**config.mk**
```make
export PLATFORM = sky130hd
export DESIGN_NAME = crsd_stage
export DESIGN_NICKNAME = d
export VERILOG_FILES = /design/src/hdl/crsd_pkg.sv /design/src/hdl/crsd_stage.sv
export SDC_FILE = /design/constraint.sdc
export NUM_CORES = 1
export LEC_CHECK = 0
export BUFFER_PORTS_ARGS = -buffer_cell sky130_fd_sc_hd__buf_2
export CORE_ASPECT_RATIO = 2
export CORE_UTILIZATION = 30
export CTS_BUF_LIST = sky130_fd_sc_hd__clkbuf_2
export DETAILED_ROUTE_END_ITERATION = 6
export PLACE_DENSITY = 0.56
export SLEW_MARGIN = 10
export SYNTH_ARGS = -nofsm -noshare
export SYNTH_HDL_FRONTEND = slang
export SYNTH_SLANG_ARGS = --single-unit
export TNS_END_PERCENT = 30
```
**constraint.sdc**
```tcl
create_clock -name clk -period 4.9 [get_ports clk]
set_clock_uncertainty 0.1 [all_clocks]
set_input_delay 1.47 -clock clk [delete_from_list [all_inputs] [get_ports clk]]
set_output_delay 1.47 -clock clk [all_outputs]
set_load 0.005 [all_outputs]
```
**src/hdl/crsd_pkg.sv**
```systemverilog
`timescale 1ns / 1ps

package crsd_pkg;

  localparam int unsigned STAGES_DEF          = 19;
  localparam int unsigned ANGLE_FRAC_BITS_DEF = 16;

  localparam int unsigned VEC_W           = 16;
  localparam int unsigned ANGLE_W         = 26;
  localparam int unsigned OUT_W           = 17;
  localparam int unsigned GUARD_BITS      = 16;
  localparam int unsigned XY_W            = VEC_W + GUARD_BITS + 3;
  localparam int unsigned GAIN_W          = 17;
  localparam int unsigned GAIN_Q16        = 39800;
  localparam int unsigned OUT_LIMIT       = 46341;
  localparam int unsigned TABLE_LEN       = 24;
  localparam int unsigned TABLE_FRAC_BITS = 20;

  typedef logic signed [XY_W-1:0] xy_t;

  localparam logic [25:0] ATAN_Q20 [TABLE_LEN] = '{
    26'd47185920, 26'd27855475, 26'd14718068, 26'd7471121,
    26'd3750058,  26'd1876857,  26'd938658,   26'd469357,
    26'd234682,   26'd117342,   26'd58671,    26'd29335,
    26'd14668,    26'd7334,     26'd3667,     26'd1833,
    26'd917,      26'd458,      26'd229,      26'd115,
    26'd57,       26'd29,       26'd14,       26'd7
  };

  // Arctangent of 2^-j in units of 2^-f degree, rounded half up.
  function automatic logic [63:0] atan_angle(input int unsigned j, input int unsigned f);
    logic [63:0] t;
    int unsigned d;
    t = 64'(ATAN_Q20[5'(j)]);
    if (f >= TABLE_FRAC_BITS) begin
      return t << (f - TABLE_FRAC_BITS);
    end
    d = TABLE_FRAC_BITS - f;
    return (t + (64'd1 << (d - 1))) >> d;
  endfunction

  // Signed width of the residual angle, which stays within plus or minus 90 degrees.
  function automatic int unsigned z_width(input int unsigned f);
    return int'($clog2((64'd90 << f) + 64'd1)) + 2;
  endfunction

endpackage

```
**src/hdl/crsd_stage.sv**
```systemverilog
`timescale 1ns / 1ps

module crsd_stage #(
  parameter int unsigned J               = 0,
  parameter int unsigned ANGLE_FRAC_BITS = crsd_pkg::ANGLE_FRAC_BITS_DEF,
  parameter int unsigned ZW              = crsd_pkg::z_width(crsd_pkg::ANGLE_FRAC_BITS_DEF)
) (
  input  logic                  clk,
  input  logic                  load,
  input  crsd_pkg::xy_t         x_i,
  input  crsd_pkg::xy_t         y_i,
  input  logic signed [ZW-1:0]  z_i,
  output crsd_pkg::xy_t         x_r,
  output crsd_pkg::xy_t         y_r,
  output logic signed [ZW-1:0]  z_r
);

  localparam logic [63:0]       ANG64 = crsd_pkg::atan_angle(J, ANGLE_FRAC_BITS);
  localparam logic signed [ZW-1:0] ANG = ZW'(ANG64);

  crsd_pkg::xy_t         xs;
  crsd_pkg::xy_t         ys;
  crsd_pkg::xy_t         x_nxt;
  crsd_pkg::xy_t         y_nxt;
  logic signed [ZW-1:0]  z_nxt;

  always_comb begin
    xs = x_i >>> J;
    ys = y_i >>> J;
    if (z_i[ZW-1]) begin
      x_nxt = x_i + ys;
      y_nxt = y_i - xs;
      z_nxt = z_i + ANG;
    end else begin
      x_nxt = x_i - ys;
      y_nxt = y_i + xs;
      z_nxt = z_i - ANG;
    end
  end

  always_ff @(posedge clk) begin
    if (load) begin
      x_r <= x_nxt;
      y_r <= y_nxt;
      z_r <= z_nxt;
    end
  end

endmodule

```
## Word level (Yosys, flattened, before mapping)

Index checks and enable logic that the tools add are counted.

- Register bits: 95
- Bits of input ports: 97
- Output and inout bits: 95
- Logic and storage cells: 11

- Add/sub/neg operators: 5
- Muxes and demuxes: 3

Operators with widths:

| cell | number |
|---|---|
| two-way mux 35 bit | 2 |
| subtractor 35 bit | 2 |
| adder 35 bit | 1 |
| adder 25 x 23 -> 25 bit (second input constant) | 1 |
| two-way mux 25 bit | 1 |
| subtractor 25 x 23 -> 25 bit (second input constant) | 1 |

## Logic depth before layout (Yosys ltp)

Gate-level depths: netlist of the first run.

- Depth in word-level cells: 2
- Depth in mapped cells: 13
- Gate-level depth less buffers: 12

## Worst setup path before layout of the first run

Ideal clock, no wire load.

- Path kind: input to register
- Start: input x_i[0]
- End: register x_r[30] (data pin)
- Library setup time: 0.268 ns
- Arrival time: 3.883 ns
- Required time: 4.532 ns
- Path slack: 0.649 ns
- Stages: 12
- Path buffers: 0
- Cell sequence: ha_1 -> inv_1 -> fa_1 -> o21ba_2 -> nor4_2 -> o311a_2 -> o21ai_1 -> or4_1 -> and3_1 -> o211a_1 -> a22oi_1 -> xnor2_1

- Cells in the longest elaborated chain, start to end: 2
- Elaborated cells between the ends (all ways): 3
- Classes of those cells: add/sub: 2; mux: 1

RTL lines:

| element | RTL line | RTL |
|---|---|---|
| from (decl) | crsd_stage.sv:10 | `input crsd_pkg::xy_t x_i,` |
| subtractor 35 bit / adder 35 bit (equally long branches) | crsd_stage.sv:35, crsd_stage.sv:31 |  |
| two-way mux 35 bit (*) | crsd_stage.sv:30 | `if (z_i[ZW-1]) begin` |
| net x_nxt[30] | crsd_stage.sv:23 | `crsd_pkg::xy_t x_nxt;` |
| to (signal assigned) | crsd_stage.sv:43 | `x_r <= x_nxt;` |
| to (decl) | crsd_stage.sv:13 | `output crsd_pkg::xy_t x_r,` |

Mark *: on every way through the listed nets, which the timed path passes. The rest lies on a longest branch.
A chain may end at the register's enable or synchronous reset.

## Worst setup path after layout of the first run

- Start: input x_i[1]
- End: register x_r[29] (data pin)

Same word-level chain as after synthesis.

==> results of run 1 <==
-- power by group through the flow --
stage          sequential (µW)  combinational (µW)  clock (µW)
6_report                  1090                1190         520
5_1_grt                   1100                1280         549
4_1_cts                   1090                1190         534
3_5_place_dp              1110                1180           0
3_3_place_gp              1110                1170           0
2_1_floorplan             1120                 657           0
-- path summary, 6_finish.rpt --
kind	start	to	slack, ps	cells after the start
min	z_i[8]	z_r[8]	760	1
max	x_i[1]	x_r[29]	710	12
-- per-layer routing --
layer	GRT usage	part of all wire
met3	0.02341	0.035
met5	0	0
met4	0.1917	0.084
met2	0.4368	0.56
met1	0.1909	0.32
-- synth_stat cells, drive strengths merged (12+ instances only) --
cell type,count,area share
nor3,30,0.017
nand4,12,0.0081
ha,111,0.15
a21o,25,0.020
o21ai,81,0.044
a21oi,126,0.068
nand3,17,0.0091
nor2,80,0.032
mux2i,12,0.013
edfxtp,94,0.30
inv,103,0.041
buf,18,0.010
clkbuf,31,0.012
xnor2,61,0.057
o21bai,21,0.017
nand2,55,0.022
nor2b,15,0.010
-- stage by stage --
stage	cell area [µm²]	instances	utilization
2_1_floorplan	9316	1078	-
3_3_place_gp	10960	1644	0.3606
3_5_place_dp	10960	1644	0.3606
4_1_cts	11110	1660	0.3654
5_1_grt	11120	1662	0.3656
6_report	11120	1663	0.3657
-- kinds of logic (layout without fill, tap and decap cells) --
logic type      after synthesis  count (layout)  synth area share
compound gates              368             368            0.2556
simple gates                260             260            0.1356
buf+inv                     157             371           0.06728
fa+ha+maj                   115             115            0.1577
flops                        94              94            0.3030
xor+xnor                     71              71           0.06675
mux                          13              13           0.01410
other cells                   0               3                 0
-- final cells by class --
class / count / area share
inverters: 107 / 0.03624
multi-input cells: 827 / 0.5277
clock inverters: 7 / 0.009115
well taps: 368 / 0.04141
clock buffers: 9 / 0.004051
flip-flops and latches: 94 / 0.2539
repair buffers: 248 / 0.1269
diodes: 3 / 0.0006752
-- worst max-delay path, delay by kind of cell --
family	cells	cell delay, ps
AO/OA/AOI/OAI	4	1230
buffers and inverters	2	240
adder cells (fa/ha/maj)	1	350
AND/OR/NAND/NOR	4	1080
multiplexers	1	300
-- flip-flops by register name (all words and copies together) (netlist names) --
signal,cells
x_r,35
z_r,25
y_r,34
==> impl_metrics.json, run 1 <==
{
  "clock_sinks": 94,
  "fin_tns_setup_ps": 0,
  "drt_iter0_markers": 499,
  "synth_seq_cells": 94,
  "hold_viol": 0,
  "fmax_mhz": 238.5,
  "powerDensity_nw_per_um2": 252.2,
  "dieHeight_um": 251.2,
  "layout_commonest_cell": "buf_2",
  "max_stage_delay_ps": 660,
  "drive_gt1_frac": 0.2268,
  "ioPinCount": 192,
  "p_leak_uw": 0.004968,
  "arrival_ps": 4690,
  "grt_max_degree": 86,
  "preCtsSetupSlack_ps": -5.783,
  "postRouteAntennaNets": 0,
  "setup_slack_ps": 706.3,
  "place_congestion": 0.9488,
  "whs_ps": 763.4,
  "n_fill_cell": 3207,
  "status": "finished, final reports clean",
  "core-area_um2": 30400,
  "syn_nets": 1290,
  "critical_path_class": "in2reg",
  "startpoint_type": "input port",
  "total_power_uw": 2804,
  "layout.nets": 1499,
  "fin_crit_ps": 4194,
  "critPathMaxFanout": 6,
  "clockPowerShare": 0.186,
  "detail_route.wl_per_cell_um": 21.33,
  "drc": 0,
  "ctsRootBufferMaster": "clkbuf_2",
  "synthCells": 1078,
  "syn2layout_area_growth_pct": 19.34,
  "cts_tree": "yes",
  "critPathCaptureType": "flop",
  "final_cell_mix": "190 x buf_2, 126 x a21oi_1, 111 x ha_1",
  "internal_power_uw": 1702,
  "slew_headroom": 0.3759,
  "path_cells": "buf_2, inv_1, ha_1, nor2b_1, o311ai_1, a2111oi_2, nor3_2, nor4_2, or2_0, a21oi_1, mux2_2, a211oi_2",
  "numCtsBuffers": 9,
  "irDropWorstVdd_mv": 0.1404,
  "p_comb_frac": 0.426,
  "synth_flop_cell": "edfxtp_1",
  "num_vias": 9074,
  "cts.path.max_buffers": 2,
  "grtUsageTotal": 0.2205,
  "maxCapViolCount": 0,
  "async_flop_share": 0,
  "p_sw_frac": 0.3931,
  "power.switching_uw": 1102,
  "hpwlAfterDp_mm": 28.66,
  "fin_crit_sh": 0.8559,
  "htree_levels": 3,
  "port_buffers": 191,
  "worstMarginPinSlew_ps": 936.1,
  "multi_input_area_um2": 5867,
  "post_cts_buffers": 0,
  "start_util": 0.3064,
  "regArea_um2": 2823,
  "placementRows": 90,
  "final-setup-viol-count": 0,
  "grt_overflow": 0,
  "seqPwrFrac": 0.389,
  "required_ps": 5400,
  "crit_slowest_cell": "a2111oi_2",
  "finalMaxSlewViolations": 0,
  "die_x_um": 126.6,
  "antenna_found_initial": 2,
  "synth_edf_count": 94,
  "min_path_type": "in2reg",
  "grt_first_pass_wirelength_mm": 51.69,
  "synth_cell_types": 82,
  "ctsResizeCount": 0,
  "grt_pass1_vias": 9226,
  "clkTransAtPathRegs_ps": 310,
  "postCtsHoldBufs": 0,
  "synth_area_per_cell_um2": 8.642,
  "synth.cell_area_um2": 9316,
  "die_area_um2": 31810,
  "grt_setup_unrepaired": "false",
  "viasPerCell": 5.456,
  "routed_wl_mm": 35.47,
  "drt_pass1_iterations": 5,
  "ys_seq_area_frac": 0.3030,
  "ys.warnings.count": 0
}
No activity file was read; power rests on OpenSTA's default activity.
==> run 2, diff against run 1 <==
- ABC_AREA: unset -> 1
- PLACE_DENSITY: 0.56 -> 0.55
==> impl_metrics.json, run 2 <==
{
  "layout.nets": 1988,
  "die_area_um2": 36840,
  "place_congestion": 0.9434,
  "powerDensity_nw_per_um2": 239.6,
  "top_register": "x_r",
  "arrival_ps": 4050,
  "grt_setup_unrepaired": "false",
  "required_ps": 5320,
  "p_leak_uw": 0.006149,
  "final_cell_area_um2": 12310,
  "clkTransAtPathRegs_ps": 340,
  "port_buffers": 191,
  "synth_fa_ha_area_frac": 0.1359,
  "top_regs": "x_r: 35 flops, y_r: 34 flops, z_r: 25 flops",
  "synth_seq_cells": 94,
  "layout_commonest_cell": "nand2_1",
  "routed_wl_mm": 47.00,
  "critPathCaptureType": "flop",
  "viasPerCell": 5.124,
  "numCtsBuffers": 9,
  "start_util": 0.3040,
  "num_vias": 11430,
  "dpl_cell_area_um2": 12150,
  "grtUsageTotal": 0.2572,
  "cts_tree": "yes",
  "fin_crit_ps": 3638,
  "synthMuxAreaShare": 0,
  "finalMaxSlewViolations": 0,
  "fin_tns_setup_ps": 0,
  "synth_cell_types": 46,
  "clock_sinks": 94,
  "fmax_mhz": 274.9,
  "drt_pass1_iterations": 7,
  "synth_commonest_cells": "413 x nand2_1, 216 x inv_1, 156 x nand3_1",
  "critical_path_class": "in2reg",
  "antenna_found_initial": 1,
  "grt_pass1_vias": 11540,
  "drive_gt1_frac": 0.1736,
  "core-area_um2": 35560,
  "htree_levels": 3,
  "postCtsHoldBufs": 0,
  "grt_first_pass_wirelength_mm": 67.87,
  "ys.warnings.count": 0,
  "ctsResizeCount": 0,
  "maxCapViolCount": 0,
  "n_fill_cell": 4001,
  "synth_top_cell_by_area": "edfxtp_1",
  "synth-compound-area-share": 0.1484,
  "async_flop_share": 0,
  "synth_area_per_cell_um2": 6.714,
  "irDropWorstVdd_mv": 0.1417,
  "grt_overflow": 0,
  "worstMarginPinSlew_ps": 860.7,
  "placementRows": 98,
  "synth_flop_cell": "edfxtp_1",
  "synthXorXnorAreaFrac": 0.02188,
  "die_x_um": 136.2,
  "final_cell_mix": "413 x nand2_1, 216 x inv_1, 190 x buf_2",
  "slew_headroom": 0.4262,
  "dieHeight_um": 270.4,
  "drt_iter0_markers": 676,
  "hold_viol": 0,
  "regArea_um2": 2823,
  "ioPinCount": 192,
  "yosys.area_share.simple": 0.3234,
  "postRouteAntennaNets": 0,
  "multi_input_area_um2": 6805,
  "synth_area_leaders": "edfxtp_1 26%, nand2_1 14%, ha_1 13%",
  "synth.most_common_cell": "nand2_1",
  "largest_reg_flops": 35,
  "status": "finished, final reports clean",
  "synthCells": 1610,
  "syn2layout_area_growth_pct": 13.93,
  "synth_edf_count": 94,
  "grt_max_degree": 67,
  "cts.path.max_buffers": 2,
  "fin_crit_sh": 0.7425,
  "syn_nets": 1822,
  "min_path_type": "in2reg",
  "synth_top_family_by_area": "simple AND/OR/NAND/NOR gates",
  "ctsRootBufferMaster": "clkbuf_2",
  "drc": 0,
  "yosysTopAreaCellShare": 0.2611,
  "ys_seq_area_frac": 0.2611,
  "post_cts_buffers": 0,
  "synth.cell_area_um2": 10810,
  "final-setup-viol-count": 0,
  "startpoint_type": "input port",
  "hpwlAfterDp_mm": 40.30,
  "detail_route.wl_per_cell_um": 21.07,
  "critPathMaxFanout": 11
}
[run 2: worst paths after layout]
| kind | from | end | cells past startpoint |
|---|---|---|---|
| worst max-delay path | x_i[11] | y_r[16] | 10 |
| worst min-delay path | z_i[4] | z_r[4] | 1 |
[run 2: report_power, final]
part / internal [µW] / leakage (µW) / total, µW / switching [µW]
combinational: 417 / 0.00514 / 1330 / 912
sequential: 1020 / 0.000919 / 1060 / 39.7
clock: 222 / 0.0000930 / 560 / 337
total: 1660 / 0.00615 / 2950 / 1290
[run 2: logic make-up (layout without fill, tap and decap cells)]
| kind of cell | after synthesis | after routing |
|---|---|---|
| other cells | 0 | 1 |
| fa+ha+maj | 115 | 115 |
| buf+inv | 287 | 457 |
| flops | 94 | 94 |
| compound gates | 292 | 292 |
| simple gates | 795 | 795 |
| xor+xnor | 27 | 27 |
[run 2: area by class of cell]
class / count / share of cell area
multi-input combinational: 1229 / 0.5526
inverter: 242 / 0.07377
timing repair buffer: 200 / 0.08535
antenna: 1 / 0.0002032
sequential: 94 / 0.2292
clock buffer: 9 / 0.003658
clock inverter: 6 / 0.009449
tap: 450 / 0.04572
[run 2: metal layers]
| metal | GRT usage | up-vias | wire length [µm] | share of wire |
|---|---|---|---|---|
| met5 | 0 | - | 0 | 0 |
| met4 | 0.2789 | 0 | 5840 | 0.12 |
| met3 | 0.01689 | 174 | 1362 | 0.029 |
| met2 | 0.4902 | 384 | 25430 | 0.54 |
| met1 | 0.2160 | 5282 | 14370 | 0.31 |
| li1 | - | 5592 | - | - |
[run 2: per-stage QoR]
step / std cells / setup WS (ps) / utilization / hold WS [ps] / power, µW
after floorplan: 1610 / 1593 / - / 1469 / 1842
after detailed placement: 2215 / 725.4 / 0.3417 / 1548 / 2402
after global placement: 2215 / 720.6 / 0.3417 / 1547 / 2393
final: 2231 / 1262 / 0.3463 / 831.5 / 2950
after global routing: 2231 / 1154 / 0.3463 / 785.3 / 3113
after CTS: 2230 / 1459 / 0.3462 / 789.3 / 2965
[run 2: worst max-delay path: stages]
cell and delay [ps]:
buf_2 100, inv_1 60, ha_1 510, a21oi_1 630, o21ai_0 290, a21oi_1 190, nand2_1 140, xor2_1 160
o21ai_0 270, buf_4 220
